**config.mk**
```make
export PLATFORM = sky130hd
export DESIGN_NAME = scbr_ram
export DESIGN_NICKNAME = d
export VERILOG_FILES = /design/src/scbr_ram.sv
export SDC_FILE = /design/constraint.sdc
export NUM_CORES = 1
export LEC_CHECK = 0
export ABC_AREA = 1
export BUFFER_PORTS_ARGS = -buffer_cell sky130_fd_sc_hd__buf_2
export CORE_MARGIN = 2
export CORE_UTILIZATION = 55
export DETAILED_ROUTE_END_ITERATION = 8
export GPL_ROUTABILITY_DRIVEN = 0
export PLACE_DENSITY = 0.75
export SETUP_SLACK_MARGIN = 0.05
export SLEW_MARGIN = 40
export SYNTH_ARGS = -nofsm -noshare
export SYNTH_HDL_FRONTEND = slang
export SYNTH_SLANG_ARGS = --single-unit
```
**constraint.sdc**
```tcl
create_clock -name clk -period 1.58 [get_ports clk]
set_input_delay 0.158 -clock clk [delete_from_list [all_inputs] [get_ports clk]]
set_output_delay 0.158 -clock clk [all_outputs]
set_load 0.05 [all_outputs]
```
**src/scbr_ram.sv**
```systemverilog
// ----------------------------------------------------------------------------
// scbr_ram
// Generic single-port RAM with registered read.
// ----------------------------------------------------------------------------
module scbr_ram #(
    parameter int WIDTH = 8,
    parameter int DEPTH = 16
) (
    input  logic                     clk,
    input  logic                     we,
    input  logic [$clog2(DEPTH)-1:0] addr,
    input  logic [WIDTH-1:0]         wdata,
    output logic [WIDTH-1:0]         rdata
);

    logic [WIDTH-1:0] mem [DEPTH];

    always_ff @(posedge clk)
    begin
        if (we)
        begin
            mem[addr] <= wdata;
        end
        rdata <= mem[addr];
    end

endmodule

```
==> results of run 1 <==
[layer usage]
layer | part of all wire | vias up
li1 | - | 1849
met1 | 0.43 | 1824
met2 | 0.51 | 112
met3 | 0.048 | 18
met4 | 0.016 | 0
met5 | 0 | -
[power groups by stage]
| stage | logic (mW) | registers (mW) | clock network, mW |
|---|---|---|---|
| 6_report | 0.587 | 4.06 | 3.84 |
| 5_1_grt | 0.650 | 4.06 | 4.04 |
| 4_1_cts | 0.586 | 4.06 | 3.87 |
| 3_5_place_dp | 0.578 | 4.13 | 0 |
| 3_3_place_gp | 0.567 | 4.13 | 0 |
| 2_1_floorplan | 0.278 | 4.21 | 0 |
[logic make-up after synthesis]
family | Yosys count | synth area share
buffers and inverters | 44 | 0.03624
flip-flops | 136 | 0.7159
AND/OR/NAND/NOR | 368 | 0.2479
[cell type report]
type / instances / area, um2
sequential: 136 / 4004
inverter: 23 / 86.33
clock inverter: 12 / 155.1
clock buffer: 20 / 425.4
tap: 133 / 166.4
multi-input combinational: 368 / 1386
fill: 760 / 3248
timing repair buffer: 50 / 347.8
[registers in the layout, summed over array words and instances (netlist names)]
signal,cells
rdata,8
mem,128
[through the flow]
step / std cells / cell area (um2) / utilization
after global routing: 742 / 6571 / 0.6692
after detailed placement: 710 / 5991 / 0.6101
after CTS: 742 / 6571 / 0.6692
final: 742 / 6571 / 0.6692
after floorplan: 548 / 5593 / -
after global placement: 710 / 5991 / 0.6101
[worst reg2reg max path, cell delays in order, from the launching register on]
cell,delay [ns]
edfxtp_1,0.36
nand2_1,0.11
nand2_1,0.08
nand2_1,0.06
nand2_1,0.05
nand2_1,0.09
nand2_1,0.07
inv_1,0.06
nand2_1,0.05
[placed cells by master, fill, tap and decap left out, types with 4 or more instances in the layout]
cell and n:
nand2_1 346, edfxtp_1 128, buf_4 27, inv_1 21, buf_2 21, nor2_1 18
clkbuf_16 16, dfxtp_1 8, clkinvlp_4 5, nand3_1 4
[final timing paths]
kind,end
setup / recovery,rdata[6]
hold / removal,mem[6][5]
setup reg to reg,rdata[1]
hold reg to reg,rdata[5]
==> key figures, run 1 <==
Yosys
  • Syn Std Cell Area: approximately 5600 um2
  • Synth Net Count: ~560
  • Synth cell types: 11
  • Post-synthesis sequential area ratio: 0.7159
  • Async SR Flop Fraction: 0
  • Post-Synthesis Cells: about 550
  • Post-synth top area share: 0.6872
  • Most numerous cell in the Yosys netlist: nand2_1
  • Post-synth top flop: edfxtp_1
  • EDFF count, synth: around 130
  • Syn avg cell area: between 10 and 15 um2
  • Synth warn: 0
  • Synth cell count leaders: nand2_1, edfxtp_1, inv_1
  • Most area-hungry cell type in the Yosys netlist: edfxtp_1
  • FF+latch count, synth: around 140
  • Synth top area cells: edfxtp_1, nand2_1, dfxtp_1, inv_1, nor2_1

GRT
  • Met3 GRT Util: 0.05240
  • Vias in the first global route: slightly below 4000
  • Antenna violations before repair: 0
  • First-pass GRT wire length: approximately 20000 um
  • GR Layer Usage met1: 0.3150
  • Grt ovf: 0
  • Largest net degree at the start of global routing: 37
  • GRT Util Overall: 0.2417
  • Grt peak-use layer: met2
  • GR Layer Usage met2: 0.3989

STA
  • Final hold violations: 0
  • Final Slew Violations: 0
  • Hold slack: 0.05626 ns
  • Final WS setup: 0.3404 ns
  • Slew @ Worst Pin: around 0.41 ns
  • Fmax: between 800 and 900 MHz
  • Fin Setup TNS: 0 ns
  • Slew margin rel.: 0.7241
  • Setup violators final: 0
  • Unrepaired setup endpoints after global routing: no
  • Crit path time final: roughly 1.2 ns
  • Clock skew: a little under 0.008 ns
  • Period utilization: 0.7845

Pwr
  • Total power: roughly 8.5 mW
  • Comb pwr share: 0.069
  • Sequential share of power: 0.478
  • Switch share: 0.2233
  • Pwr Density: ~1300 nW/um2
  • Clock power share: 0.453
  • P_sw: 1.894 mW
  • Peak supply drop: 0.9167 mV
  • P_int: 6.589 mW
  • Leak pwr: 2.854 nW

Worst setup path
  • Buffer and inverter count on the worst path: 1
  • Crit path launch: rdata[6]
  • Setup slack on the worst flop-to-flop path: ~0.54 ns
  • Crit path largest cell delay: 0.31 ns
  • Worst r2r src: mem[7][1]
  • Crit-path max FO: 1
  • Crit path DAT: 1.08 ns
  • CP delay by family, top: flip-flops
  • Slowest-stage cell, CP: dfxtp_1
  • CP Class: reg2out
  • Crit path required time: 1.42 ns
  • Crit. End Element: output port
  • Worst-path cell chain: buf_2
  • Levels on crit path: 1
  • R2R cell count: 8
  • Crit start category: flip-flop

Placed design
  • Pre-CTS setup slack: between 0.1 and 0.15 ns
  • Port Buffers: 21
  • HPWL after detailed placement: 7576 um

Floorplanning
  • Die W: around 100 um
  • Total Die Area: between 10000 and 15000 um2
  • Rows: 36
  • Initial Util: 0.5696
  • Core footprint: a little under 10000 um2
  • I/O pin count: 22
  • Die Y: between 100 and 150 um

CTS
  • CTS Buf Count: 17
  • Resized Gates After CTS: 0
  • TritonCTS clock tree: yes
  • CTS Root Cell: clkbuf_8
  • H-Tree Level Count: 4
  • Post-CTS Hold Buffers: 0
  • Clk sinks: around 140
  • Register clock-pin slew on the reported worst setup and hold paths: roughly 0.060 ns
  • Clk Latency, worst-skew pair: between 0.5 and 0.6 ns
  • Worst-case clock buffer depth: 2
  • Post-CTS setup repair buffer count: 0

Route
  • Initial drt markers: ~280
  • Drt wl/cell: approximately 17 um
  • Drc violations: 0
  • DR vias: about 3800
  • Detailed Routing Iterations Pass 1: 5
  • Post-route ant nets: 0
  • Vias per inst: slightly above 5
  • Final wirelength: approximately 12000 um

Hold path
  • Hold depth: 1
  • Min-delay worst type: in2reg
  • Hold_sp: wdata[5]

Run status
  • Status: completed

Finish
  • Diode count: 0
  • Area Overhead vs Synth: 17.49%
  • Nets@finish: between 600 and 700
  • Share of post-route cells with drive strength above 1: 0.1314

Flow run
  • Max-cap violation count: 0
Note: power is estimated with default switching activity, not from simulation.
==> run 2, diff against run 1 <==
- ABC_AREA: 1 -> 0
- CORE_UTILIZATION: 55 -> 54
- PLACE_DENSITY: 0.75 -> 0.74
- clock period: 1.58 -> 1 ns (I/O delays scaled with it)
==> key figures, run 2 <==
STA
  • Crit path time final: around 1.3 ns
  • Final Slew Violations: 0 (unchanged)
  • Setup violators final: 16 (+16)
  • Slew @ Worst Pin: 0.8440 ns (+0.4301 ns)
  • Unrepaired setup endpoints after global routing: yes
  • Hold slack: 0.1470 ns (+0.09078 ns)
  • Fin Setup TNS: -3.012 ns (-3.012 ns)
  • Final WS setup: -0.3182 ns (-0.6586 ns)
  • Clock skew: 0.008205 ns (+0.0004141 ns)
  • Fmax: 758.6 MHz
  • Final hold violations: 0 (unchanged)
  • Period utilization: 1.318
  • Slew margin rel.: 0.4362 (-0.2879)

Hold path
  • Hold worst-path end: mem[3][4]
  • Min-delay worst type: in2reg
  • Hold_sp: addr[2]
  • Hold depth: 3 (+2)

CTS
  • CTS Root Cell: clkbuf_8
  • Worst-case clock buffer depth: 2 (unchanged)
  • Post-CTS setup repair buffer count: 0 (unchanged)
  • TritonCTS clock tree: yes
  • Clk sinks: 136 (unchanged)
  • CTS Buf Count: 17 (unchanged)
  • Clk Latency, worst-skew pair: 0.52 ns (about the same)
  • H-Tree Level Count: 4 (unchanged)
  • Register clock-pin slew on the reported worst setup and hold paths: 0.06 ns (about the same)

GRT
  • Antenna violations before repair: 0 (unchanged)
  • First-pass GRT wire length: 15700 um (-21%)
  • Vias in the first global route: 2604 (-33%)
  • Grt ovf: 0 (unchanged)
  • Largest net degree at the start of global routing: 17 (-54%)
  • GRT Util Overall: 0.2266 (-0.01505)

Worst setup path
  • Crit path required time: 1.39 ns (-0.03 ns)
  • Crit-path max FO: 1 (unchanged)
  • Setup slack on the worst flop-to-flop path: -0.32 ns (-0.86 ns)
  • R2r endpoint: rdata[6]
  • Crit start category: flip-flop
  • Crit. End Element: flip-flop
  • Crit path DAT: 1.71 ns (+0.63 ns)
  • R2R cell count: 3 (-5)
  • CP Class: reg2reg
  • Worst r2r src: mem[11][6]

Pwr
  • P_int: 10.81 mW (+64%)
  • Sequential share of power: 0.472 (-0.006)
  • Switch share: 0.2080 (-0.01529)
  • Comb pwr share: 0.072 (+0.003)
  • P_sw: 2.840 mW (+50%)
  • Pwr Density: 2054 nW/um2 (+59%)
  • Clock power share: 0.456 (+0.003)
  • Total power: 13.66 mW (+61%)
  • Leak pwr: 2.218 nW (-22%)
  • Peak supply drop: 1.362 mV (+49%)

Route
  • DR vias: 2525 (-34%)
  • Initial drt markers: 165 (-40%)
  • Detailed Routing Iterations Pass 1: 4 (-1)
  • Final wirelength: 10250 um (-16%)
  • Vias per inst: 5.983 (+17%)
  • Post-route ant nets: 0 (unchanged)
  • Drt wl/cell: 24.28 um (+47%)
  • Drc violations: 0 (unchanged)

Yosys
  • Syn avg cell area: 22.03 um2 (+120%)
  • Post-synth top area share: 0.7585 (+0.07127)
  • Synth warn: 0 (unchanged)
  • Post-synth top flop: edfxtp_1
  • Synth top area cells: edfxtp_1, mux4_2, dfxtp_1, a22oi_1, nor2_1
  • Syn Std Cell Area: 5067 um2 (-9.4%)
  • Post-Synthesis Cells: 230 (-58%)
  • Async SR Flop Fraction: 0 (unchanged)
  • Most area-hungry cell type in the Yosys netlist: edfxtp_1
  • Synth Net Count: 244 (-57%)
  • Synth cell count leaders: edfxtp_1, mux4_2, a22oi_1
  • Post-synthesis sequential area ratio: 0.7901 (+0.07424)
  • EDFF count, synth: 128 (unchanged)
  • Most numerous cell in the Yosys netlist: edfxtp_1
  • Synth cell types: 18 (+7)
  • FF+latch count, synth: 136 (unchanged)

Placed design
  • Dpl cell area: 5837 um2 (-2.6%)
  • HPWL after detailed placement: 6491 um (-14%)
  • Port Buffers: 21 (unchanged)

Run status
  • Status: finished, violations left
  • Failing checks: negative setup slack

Finish
  • Utilization after layout: 0.7263 (+0.05710)
  • Share of post-route cells with drive strength above 1: 0.4855 (+0.3542)
  • Top Registers: mem (128), rdata (8)
  • Top reg by flops: mem
  • Register Area: 4015 um2 (+0.28%)
  • Most common cell after layout, fill and taps aside: edfxtp_1
  • Nets@finish: 312 (-49%)
  • Post-route cell area: 6648 um2 (+1.2%)
  • Diode count: 0 (unchanged)
  • Most frequent cells in the layout: edfxtp_1, mux4_2, clkbuf_16, buf_4, buf_12
  • Max FFs per register: 128 (unchanged)
  • Area Overhead vs Synth: 31.19%
  • Multi-input gate area: 1211 um2 (-13%)
  • Fill count: 494 (-35%)

Floorplanning
  • Die W: 100.9 um (-3.8%)
  • Total Die Area: 10170 um2 (-7.4%)
  • Rows: 35 (-2.8%)
  • Core footprint: 9153 um2 (-6.8%)
  • Initial Util: 0.5537 (-0.01591)
  • I/O pin count: 22 (unchanged)
  • Die Y: 100.9 um (-3.8%)

Flow run
  • Max-cap violation count: 0 (unchanged)
-- run 2: layout make-up --
cell class | count | share of cell area
clock buffers | 21 | 0.06908
flip-flops and latches | 136 | 0.6040
repair buffers | 60 | 0.1020
multi-input cells | 83 | 0.1822
clock inverters | 11 | 0.02183
well taps | 111 | 0.02089
-- run 2: cells by family (layout without fill, tap and decap cells) --
kind of cell | count (synthesis) | after routing | synth area share
flops | 136 | 136 | 0.7901
simple gates | 35 | 35 | 0.03210
mux | 32 | 32 | 0.1422
compound gates | 16 | 16 | 0.02370
buf+inv | 11 | 92 | 0.01185
-- run 2: worst max path at each step --
| stage | from | endpoint | slack, ns | cells past startpoint |
|---|---|---|---|---|
| global placement | addr[0] | rdata[3] | -0.54 | 6 |
| finish | mem[11][6] | rdata[6] | -0.32 | 3 |
| floorplan | addr[2] | mem[0][0] | -0.23 | 2 |
| global route | mem[11][6] | rdata[6] | -0.38 | 3 |
| detailed placement | addr[0] | rdata[3] | -0.53 | 6 |
| CTS | mem[11][6] | rdata[6] | -0.33 | 3 |
-- run 2: critical path: stages, from the launching register on --
cell and delay, ns:
edfxtp_1 0.40, mux4_2 0.50, a22oi_2 0.21, nand2_1 0.09
-- run 2: metrics by stage --
step | std cells | setup slack (ns)
after floorplan | 230 | -0.2337
after global placement | 382 | -0.5384
after detailed placement | 382 | -0.5343
after CTS | 422 | -0.3292
after global routing | 422 | -0.3767
final | 422 | -0.3182
-- run 2: metal layers --
layer | global-route usage | vias up | routed length (um)
met1 | 0.3100 | 1298 | 4231
met4 | 0.08851 | 0 | 201
met3 | 0.04508 | 18 | 539
met2 | 0.3651 | 102 | 5274
met5 | 0 | - | 0
li1 | - | 1107 | -
-- run 2: power groups by stage --
stage / Sequential [mW] / Clock (mW) / Combinational [mW]
final: 6.44 / 6.23 / 0.983
after global routing: 6.45 / 6.53 / 1.05
after CTS: 6.44 / 6.29 / 0.984
after detailed placement: 6.53 / 0 / 0.868
after global placement: 6.53 / 0 / 0.851
after floorplan: 6.65 / 0 / 0.412
-- run 2: repair_timing --
action,in CTS,in global routing
hold buffers,8,0
pin swaps,8,0
endpoints found under the hold margin,128,0
gates resized for setup,36,2
setup endpoints to repair,16,16
